$ cat src/sv/redundant_card_role_fsm_top_macros.svh
// ----------------------------------------------------------------------------
// redundant_card_role_fsm_top_macros.svh
// assertion macros shared by the role controller
// ----------------------------------------------------------------------------
`ifndef REDUNDANT_CARD_ROLE_FSM_TOP_MACROS_SVH
`define REDUNDANT_CARD_ROLE_FSM_TOP_MACROS_SVH

// checked only while out of reset
`define RCR_ASSERT(lbl, prop, msg) \
	lbl: assert property (@(posedge clk) disable iff (!arst_n) prop) else $error(msg);

// checked on every edge, reset included
`define RCR_ASSERT_ALWAYS(lbl, prop, msg) \
	lbl: assert property (@(posedge clk) prop) else $error(msg);

`endif

$ cat src/sv/rcr_fsm_pkg.sv
`timescale 1ns / 1ps
// ----------------------------------------------------------------------------
// rcr_fsm_pkg
// codes and constants of the redundant card role controller
// ----------------------------------------------------------------------------
package rcr_fsm_pkg;

	typedef logic [2:0] role_t;
	typedef logic [1:0] func_t;
	typedef logic [1:0] hw_role_t;
	typedef logic [1:0] event_t;

	localparam role_t ST_WARMUP    = 3'd0;
	localparam role_t ST_COLD_ACT  = 3'd1;
	localparam role_t ST_COLD_STBY = 3'd2;
	localparam role_t ST_HOT_ACT   = 3'd3;
	localparam role_t ST_HOT_STBY  = 3'd4;
	localparam role_t ST_FAIL      = 3'd5;
	localparam role_t ST_OFFLINE   = 3'd6;
	localparam role_t ST_UNKNOWN   = 3'd7;

	localparam func_t FN_TICK    = 2'd0;
	localparam func_t FN_TWIN    = 2'd1;
	localparam func_t FN_FAIL    = 2'd2;
	localparam func_t FN_OFFLINE = 2'd3;

	localparam hw_role_t HW_STANDBY = 2'd0;
	localparam hw_role_t HW_ACTIVE  = 2'd1;

	localparam event_t EV_NONE  = 2'd0;
	localparam event_t EV_RAISE = 2'd1;
	localparam event_t EV_CLEAR = 2'd2;

	localparam int AGE_W = 15;
	localparam int TICKS_W = 32;

	localparam logic [AGE_W-1:0]   AGE_LIMIT    = 15'd20000;
	localparam logic [AGE_W-1:0]   AGE_REWIND   = 15'd10000;
	localparam logic [TICKS_W-1:0] SETTLE_TICKS = 32'd3;

endpackage

$ cat src/sv/redundant_card_role_fsm_top.sv
`timescale 1ns / 1ps
// ----------------------------------------------------------------------------
// redundant_card_role_fsm_top
// active/standby role controller for one card of a redundant pair
// ----------------------------------------------------------------------------
// usage:
//   item channel (item_valid / item_stall): one transaction is a tick, a twin
//   status report, a fail command or an offline command (func selects).
//   result channel (result_valid / result_stall): one transaction per item with
//   the new role, the change flag, the raise/clear events, the rtc sync
//   request and the twin and counter values after the item.
//   latency: the result appears the cycle after the item is taken.
//   throughput: one item per cycle while item_stall is low; the role state,
//   counters and result register all update in the accepting cycle from one
//   pass of next-state logic.
//   stall: a stalled result holds in the output register; item_stall rises
//   only while that register is full and stalled, and a new item is taken in
//   the same cycle the waiting result leaves.
//   reset: role warmup, time in state 0, twin warmup, twin freshness 10000,
//   cross sync good, result register empty.
// ----------------------------------------------------------------------------
`include "redundant_card_role_fsm_top_macros.svh"

module redundant_card_role_fsm_top (
	input  logic        clk,
	input  logic        arst_n,
	input  logic        item_valid,
	output logic        item_stall,
	input  logic [1:0]  func,
	input  logic [1:0]  fpga_active,
	input  logic        is_warm,
	input  logic        xsync_ok,
	input  logic [2:0]  twin_code,
	output logic        result_valid,
	input  logic        result_stall,
	output logic [2:0]  card_state,
	output logic        state_changed,
	output logic        tick_status,
	output logic [1:0]  active_event,
	output logic [1:0]  standby_event,
	output logic [1:0]  xsync_event,
	output logic        rtc_sync_request,
	output logic [2:0]  twin_state,
	output logic [14:0] twin_freshness,
	output logic [31:0] state_ticks
);

	localparam int AW = rcr_fsm_pkg::AGE_W;
	localparam int TW = rcr_fsm_pkg::TICKS_W;

	// architectural state
	rcr_fsm_pkg::role_t role_q;
	logic [TW-1:0]      ticks_q;
	rcr_fsm_pkg::role_t twin_q;
	logic [AW-1:0]      age_q;
	logic               sync_good_q;

	// result register
	logic                  res_valid_q;
	rcr_fsm_pkg::role_t    res_role_q;
	logic                  res_changed_q;
	logic                  res_tstat_q;
	rcr_fsm_pkg::event_t   res_act_ev_q;
	rcr_fsm_pkg::event_t   res_stby_ev_q;
	rcr_fsm_pkg::event_t   res_xs_ev_q;
	logic                  res_rtc_q;
	rcr_fsm_pkg::role_t    res_twin_q;
	logic [AW-1:0]         res_age_q;
	logic [TW-1:0]         res_ticks_q;

	// next-state values
	rcr_fsm_pkg::role_t  role_d;
	logic [TW-1:0]       ticks_d;
	rcr_fsm_pkg::role_t  twin_d;
	logic [AW-1:0]       age_d;
	logic                sync_good_d;
	logic                changed;
	logic                tstat;
	logic                rtc;
	rcr_fsm_pkg::event_t act_ev;
	rcr_fsm_pkg::event_t stby_ev;
	rcr_fsm_pkg::event_t xs_ev;

	logic                do_enter;
	rcr_fsm_pkg::role_t  target;
	logic [AW-1:0]       age_inc;
	logic [TW-1:0]       ticks_inc;
	logic                act_hw;
	logic                stby_hw;
	logic                accept;

	assign accept     = item_valid && !item_stall;
	assign item_stall = res_valid_q && result_stall;

	assign act_hw  = (fpga_active == rcr_fsm_pkg::HW_ACTIVE);
	assign stby_hw = (fpga_active == rcr_fsm_pkg::HW_STANDBY);

	assign age_inc   = age_q + AW'(1);
	assign ticks_inc = (ticks_q == '1) ? ticks_q : ticks_q + TW'(1);

	// pick the role transition requested by this item, with the rtc request and cross-sync event
	always_comb begin
		do_enter    = 1'b0;
		target      = role_q;
		rtc         = 1'b0;
		xs_ev       = rcr_fsm_pkg::EV_NONE;
		sync_good_d = sync_good_q;
		case (func)
			rcr_fsm_pkg::FN_TICK: begin
				case (role_q)
					rcr_fsm_pkg::ST_WARMUP: begin
						if (act_hw) begin
							do_enter = 1'b1;
							target   = rcr_fsm_pkg::ST_COLD_ACT;
						end else if (stby_hw) begin
							do_enter = 1'b1;
							target   = rcr_fsm_pkg::ST_COLD_STBY;
						end
					end
					rcr_fsm_pkg::ST_COLD_ACT, rcr_fsm_pkg::ST_COLD_STBY: begin
						if (is_warm && act_hw) begin
							do_enter = 1'b1;
							target   = rcr_fsm_pkg::ST_HOT_ACT;
						end else if (is_warm && stby_hw) begin
							do_enter = 1'b1;
							target   = rcr_fsm_pkg::ST_HOT_STBY;
						end else if (role_q == rcr_fsm_pkg::ST_COLD_ACT && stby_hw) begin
							do_enter = 1'b1;
							target   = rcr_fsm_pkg::ST_COLD_STBY;
						end else if (role_q == rcr_fsm_pkg::ST_COLD_STBY && act_hw) begin
							do_enter = 1'b1;
							target   = rcr_fsm_pkg::ST_COLD_ACT;
						end
					end
					rcr_fsm_pkg::ST_HOT_ACT: begin
						if (act_hw) begin
							rtc = (ticks_inc == rcr_fsm_pkg::SETTLE_TICKS);
						end else if (stby_hw) begin
							do_enter = 1'b1;
							target   = rcr_fsm_pkg::ST_HOT_STBY;
						end
					end
					rcr_fsm_pkg::ST_HOT_STBY: begin
						if (act_hw) begin
							do_enter = 1'b1;
							target   = rcr_fsm_pkg::ST_HOT_ACT;
						end else if (ticks_inc > rcr_fsm_pkg::SETTLE_TICKS) begin
							// cross sync is only watched once hot standby has settled
							if (sync_good_q && !xsync_ok) begin
								sync_good_d = 1'b0;
								xs_ev       = rcr_fsm_pkg::EV_RAISE;
							end else if (!sync_good_q && xsync_ok) begin
								sync_good_d = 1'b1;
								xs_ev       = rcr_fsm_pkg::EV_CLEAR;
							end
						end
					end
					default: begin
					end
				endcase
			end
			rcr_fsm_pkg::FN_FAIL: begin
				do_enter = 1'b1;
				target   = rcr_fsm_pkg::ST_FAIL;
			end
			rcr_fsm_pkg::FN_OFFLINE: begin
				do_enter = 1'b1;
				target   = rcr_fsm_pkg::ST_OFFLINE;
			end
			default: begin
			end
		endcase

		changed = do_enter && (target != role_q);
		if (changed && role_q == rcr_fsm_pkg::ST_HOT_STBY && !sync_good_q) begin
			sync_good_d = 1'b1;
			xs_ev       = rcr_fsm_pkg::EV_CLEAR;
		end
	end

	// events, counters and twin record
	always_comb begin
		role_d  = role_q;
		act_ev  = rcr_fsm_pkg::EV_NONE;
		stby_ev = rcr_fsm_pkg::EV_NONE;
		twin_d  = twin_q;
		age_d   = age_q;
		ticks_d = ticks_q;

		if (func == rcr_fsm_pkg::FN_TICK) begin
			age_d   = (age_inc >= rcr_fsm_pkg::AGE_LIMIT) ? rcr_fsm_pkg::AGE_REWIND : age_inc;
			ticks_d = ticks_inc;
		end else if (func == rcr_fsm_pkg::FN_TWIN) begin
			if (twin_q != twin_code) begin
				twin_d  = twin_code;
				ticks_d = '0;
			end
			age_d = '0;
		end

		if (changed) begin
			role_d  = target;
			ticks_d = '0;
			// moves between cold and hot of the same side keep the event quiet
			if ((role_q == rcr_fsm_pkg::ST_COLD_ACT && target != rcr_fsm_pkg::ST_HOT_ACT) ||
			    (role_q == rcr_fsm_pkg::ST_HOT_ACT && target != rcr_fsm_pkg::ST_COLD_ACT)) begin
				act_ev = rcr_fsm_pkg::EV_CLEAR;
			end
			if ((role_q == rcr_fsm_pkg::ST_COLD_STBY && target != rcr_fsm_pkg::ST_HOT_STBY) ||
			    (role_q == rcr_fsm_pkg::ST_HOT_STBY && target != rcr_fsm_pkg::ST_COLD_STBY)) begin
				stby_ev = rcr_fsm_pkg::EV_CLEAR;
			end
			if ((target == rcr_fsm_pkg::ST_COLD_ACT && role_q != rcr_fsm_pkg::ST_HOT_ACT) ||
			    (target == rcr_fsm_pkg::ST_HOT_ACT && role_q != rcr_fsm_pkg::ST_COLD_ACT)) begin
				act_ev = rcr_fsm_pkg::EV_RAISE;
			end
			if ((target == rcr_fsm_pkg::ST_COLD_STBY && role_q != rcr_fsm_pkg::ST_HOT_STBY) ||
			    (target == rcr_fsm_pkg::ST_HOT_STBY && role_q != rcr_fsm_pkg::ST_COLD_STBY)) begin
				stby_ev = rcr_fsm_pkg::EV_RAISE;
			end
			// both cards cannot be active: forget a twin that claims to be
			if ((target == rcr_fsm_pkg::ST_COLD_ACT || target == rcr_fsm_pkg::ST_HOT_ACT) &&
			    (twin_q == rcr_fsm_pkg::ST_COLD_ACT || twin_q == rcr_fsm_pkg::ST_HOT_ACT)) begin
				twin_d = rcr_fsm_pkg::ST_UNKNOWN;
			end
		end

		tstat = (func == rcr_fsm_pkg::FN_TICK) &&
		        (changed || role_q == rcr_fsm_pkg::ST_FAIL || role_q == rcr_fsm_pkg::ST_OFFLINE);
	end

	always_ff @(posedge clk or negedge arst_n) begin
		if (!arst_n) begin
			role_q      <= rcr_fsm_pkg::ST_WARMUP;
			ticks_q     <= '0;
			twin_q      <= rcr_fsm_pkg::ST_WARMUP;
			age_q       <= rcr_fsm_pkg::AGE_REWIND;
			sync_good_q <= 1'b1;
		end else if (accept) begin
			role_q      <= role_d;
			ticks_q     <= ticks_d;
			twin_q      <= twin_d;
			age_q       <= age_d;
			sync_good_q <= sync_good_d;
		end
	end

	always_ff @(posedge clk or negedge arst_n) begin
		if (!arst_n) begin
			res_valid_q <= 1'b0;
		end else if (accept) begin
			res_valid_q <= 1'b1;
		end else if (!result_stall) begin
			res_valid_q <= 1'b0;
		end
	end

	always_ff @(posedge clk) begin
		if (accept) begin
			res_role_q    <= role_d;
			res_changed_q <= changed;
			res_tstat_q   <= tstat;
			res_act_ev_q  <= act_ev;
			res_stby_ev_q <= stby_ev;
			res_xs_ev_q   <= xs_ev;
			res_rtc_q     <= rtc;
			res_twin_q    <= twin_d;
			res_age_q     <= age_d;
			res_ticks_q   <= ticks_d;
		end
	end

	assign result_valid     = res_valid_q;
	assign card_state       = res_role_q;
	assign state_changed    = res_changed_q;
	assign tick_status      = res_tstat_q;
	assign active_event     = res_act_ev_q;
	assign standby_event    = res_stby_ev_q;
	assign xsync_event      = res_xs_ev_q;
	assign rtc_sync_request = res_rtc_q;
	assign twin_state       = res_twin_q;
	assign twin_freshness   = res_age_q;
	assign state_ticks      = res_ticks_q;

	`RCR_ASSERT(a_accept_gives_result, accept |=> result_valid, "accepted item left no result")
	`RCR_ASSERT(a_change_restarts_ticks, (result_valid && state_changed) |-> (state_ticks == '0), "role change without time-in-state restart")
	`RCR_ASSERT(a_active_raise_role, (result_valid && active_event == rcr_fsm_pkg::EV_RAISE) |-> (card_state == rcr_fsm_pkg::ST_COLD_ACT || card_state == rcr_fsm_pkg::ST_HOT_ACT), "active raised outside an active role")
	`RCR_ASSERT(a_rtc_in_hot_act, (result_valid && rtc_sync_request) |-> (card_state == rcr_fsm_pkg::ST_HOT_ACT && state_ticks == rcr_fsm_pkg::SETTLE_TICKS), "rtc sync request outside settled hot active")
	`RCR_ASSERT_ALWAYS(a_reset_empties_result, !arst_n |=> !result_valid, "result valid right after reset")

endmodule

$ cat config.mk
export PLATFORM = sky130hd
export DESIGN_NAME = redundant_card_role_fsm_top
export DESIGN_NICKNAME = d
export VERILOG_FILES = /design/src/sv/rcr_fsm_pkg.sv /design/src/sv/redundant_card_role_fsm_top.sv
export VERILOG_INCLUDE_DIRS = /design/src /design/src/sv
export SDC_FILE = /design/constraint.sdc
export NUM_CORES = 1
export LEC_CHECK = 0
export ABC_AREA = 0
export BUFFER_PORTS_ARGS = -buffer_cell sky130_fd_sc_hd__buf_2
export CAP_MARGIN = 20
export CORE_MARGIN = 2
export CORE_UTILIZATION = 30
export DETAILED_ROUTE_END_ITERATION = 10
export GPL_TIMING_DRIVEN = 0
export PLACE_DENSITY = 0.55
export SETUP_SLACK_MARGIN = 0.05
export SYNTH_ARGS = -nofsm -noshare
export SYNTH_HDL_FRONTEND = slang
export SYNTH_SLANG_ARGS = --single-unit
$ cat constraint.sdc
create_clock -name clk -period 4.9 [get_ports clk]
set_input_delay 0.245 -clock clk [delete_from_list [all_inputs] [get_ports clk]]
set_output_delay 0.245 -clock clk [all_outputs]
set_load 0.01 [all_outputs]
==> results.json <==
{
  "hold_viol": 0,
  "ant_nets": 0,
  "power_density_nw_per_um2": 324,
  "cts_buffer_depth": 2,
  "grt_use_total_pct": 16.9,
  "fin_skew_ps": 10.8,
  "die_width_um": 159,
  "dr.pass1.iters": 5,
  "initial_utilization_pct": 30.5,
  "slew_viol_final": 0,
  "timing.max_cap.violations": 0,
  "ir_drop_mv": 0.194,
  "place_ws_ps": 1400,
  "die-area_um2": 25100,
  "outcome": "complete, no violations",
  "grt_pass1_vias": 5973,
  "grt_pass1_wl_um": 32600,
  "arrival_ps": 3750,
  "netlist_area_um2": 7170,
  "netlist_top_cells_area": "edfxtp_1, dfrtp_1, a21oi_1",
  "multi_input_area_um2": 3540,
  "cts_num_sinks": 117,
  "critPathRequiredTime_ps": 5090,
  "cts_tree": "built",
  "regArea_um2": 3250,
  "path_class": "flop to flop",
  "cts_buffers": 17,
  "synth_top_cell_area_share_pct": 26.0,
  "fmax_mhz": 281,
  "total_power_uw": 2770,
  "drive_gt1_share_pct": 22.9,
  "rsz0062_at_grt": "false",
  "syn_inst": 749,
  "ios": 77,
  "clk_pin_slew_worst_paths_ps": 60,
  "ys_ff_latch": 117,
  "clk_latency_ps": 440,
  "grt_max_degree": 40,
  "cts-resized-gates": 0,
  "row_count": 56,
  "num_antenna_cells": 0,
  "yosysWarnings": 0,
  "p_leak_uw": 0.00327,
  "avgViaCountPerCell": 5.37,
  "critPathLaunchType": "flop",
  "synth_edf_count": 62,
  "io_buffers": 75,
  "synthArstFlopShare_pct": 47.0,
  "dp_cells": 1145,
  "antenna_found_initial": 0,
  "fin_crit_ps": 3560,
  "layout_worst_path_cycle_share_pct": 72.6,
  "h-tree-depth": 4,
  "syn_to_final_growth_pct": 19.4,
  "wl_per_cell_um": 17.6,
  "syn-num-nets": 767,
  "tightest_slew_ps": 872,
  "drtIter0Drc": 588,
  "cts_root_buf": "clkbuf_16",
  "worstSetupEndpointType": "flop",
  "fillCellCount": 2392,
  "ys_seq_area_share_pct": 45.3,
  "synth_area_leader_cell": "edfxtp_1",
  "holdCritPathClass": "input port to flop",
  "final-setup-viol-count": 0,
  "gr-total-overflow": 0,
  "hold_buffers": 2,
  "num_vias": 6328,
  "final_cells": 1179,
  "place_congestion": 0.873,
  "place_hpwl_um": 14600,
  "synth_ff_type": "edfxtp_1",
  "post-cts-setup-buffers": 0,
  "yosys.cell_types.count": 86,
  "syn_avg_cell_area_um2": 9.57,
  "final.setup.worst_slack_ps": 1340,
  "drc": 0,
  "fp.dieH_um": 159,
  "slew_headroom_pct": 41.7,
  "holdWs_ps": 54.1,
  "drt_wl_total_um": 20800,
  "fp.coreArea_um2": 23500,
  "crit_path_max_fanout": 9,
  "fin_nets": 865
}
==> area by class of cell <==
| type | count | share of cell area (%) |
|---|---|---|
| plain buffers | 58 | 3.63 |
| clock buffers | 17 | 4.97 |
| clock inverters | 15 | 1.46 |
| inverters | 19 | 0.834 |
| multi-input cells | 555 | 41.4 |
| flip-flops and latches | 117 | 37.9 |
| well taps | 319 | 4.67 |
| repair buffers | 79 | 5.09 |
==> cells in the mapped netlist, types with 4 or more instances <==
| cell type | n |
|---|---|
| a211oi_1 | 10 |
| a21oi_1 | 66 |
| a311oi_1 | 9 |
| a31oi_1 | 14 |
| and2_1 | 6 |
| and3_1 | 6 |
| and4_1 | 8 |
| buf_1 | 4 |
| buf_2 | 9 |
| buf_4 | 9 |
| buf_6 | 4 |
| clkbuf_1 | 30 |
| dfrtp_1 | 49 |
| dfstp_2 | 6 |
| edfxtp_1 | 62 |
| ha_1 | 5 |
| inv_1 | 18 |
| mux2_2 | 26 |
| mux2i_1 | 4 |
| nand2_1 | 80 |
| nand2b_1 | 4 |
| nand3_1 | 29 |
| nand4_1 | 12 |
| nor2_1 | 58 |
| nor2b_1 | 4 |
| nor3_1 | 23 |
| nor4_1 | 5 |
| o21ai_0 | 54 |
| o22a_1 | 6 |
| o22ai_1 | 5 |
| o31ai_1 | 10 |
| or3_1 | 11 |
| or4_1 | 7 |
| xnor2_1 | 15 |
| xor2_1 | 4 |
==> cells in the final DEF, fill, tap and decap left out, drive strengths merged, types with 10 or more instances in the layout <==
cell,instances
o21ai,55
inv,22
a21oi,66
or3,12
edfxtp,62
nand3,30
nor2,58
dfrtp,49
a31oi,14
nand2,81
clkbuf,49
nor3,23
xnor2,15
mux2,26
o31ai,10
nand4,16
buf,103
a211oi,12
==> power breakdown <==
part	switching [uW]	internal (uW)	total [uW]
combinational	289	146	435
sequential	45.1	1120	1170
clock	511	655	1170
total	846	1920	2770
==> final timing paths <==
path,startpoint,to,slack (ps),depth (start not counted)
hold reg to reg,result_valid$_DFFE_PN0P_,result_valid$_DFFE_PN0P_,540,2
setup / recovery,ticks_q[0]$_DFFE_PN0P_,xsync_event[1]$_SDFFCE_PP1P_,1340,11
max in group asynchronous,arst_n,age_q[8]$_DFFE_PN1P_,3920,3
min in group asynchronous,arst_n,ticks_q[2]$_DFFE_PN0P_,330,2
hold / removal,result_stall,result_valid$_DFFE_PN0P_,50,3
setup reg to reg,ticks_q[0]$_DFFE_PN0P_,xsync_event[1]$_SDFFCE_PP1P_,1340,11
==> worst max-delay path: stages, from the launching register on <==
cell and delay (ps):
dfrtp_1 440, ha_1 260, and4_1 200, buf_2 170, and4_4 160, buf_6 140
a211oi_2 590, and4_1 350, o2111ai_1 220, nor4_4 370, nand2_2 120, a31o_2 270
==> registers in the layout, summed over array words and instances, names as in the netlist <==
name and count:
state_ticks 32, ticks_q 32, age_q 15, twin_freshness 15, card_state 3, role_q 3, twin_q 3, twin_state 3
active_event 2, standby_event 2, xsync_event 2, result_valid 1, rtc_sync_request 1, state_changed 1, sync_good_q 1, tick_status 1
==> through the flow <==
step / setup TNS [ps] / cell area, um2 / util, %
floorplan: 0 / 7170 / -
global placement: -378 / 7940 / 33.8
detailed placement: 0 / 7980 / 34.0
CTS: 0 / 8550 / 36.4
global route: 0 / 8550 / 36.4
finish: 0 / 8550 / 36.4
==> kinds of logic after synthesis <==
kind of cell,count (synthesis),share of synthesized area [%]
AO/OA/AOI/OAI,220,20.5
XOR/XNOR,19,2.32
adder cells (fa/ha/maj),5,0.873
buffers and inverters,77,5.27
flip-flops,117,45.3
multiplexers,30,4.64
AND/OR/NAND/NOR,281,21.1
==> layer usage <==
layer	routed length, um	GRT usage, %	vias up
li1	-	-	3020
met1	9430	22.2	3057
met2	9670	27.2	209
met3	1100	3.95	42
met4	540	6.35	0
met5	0	0	-
(Power assumes the default switching activity.)
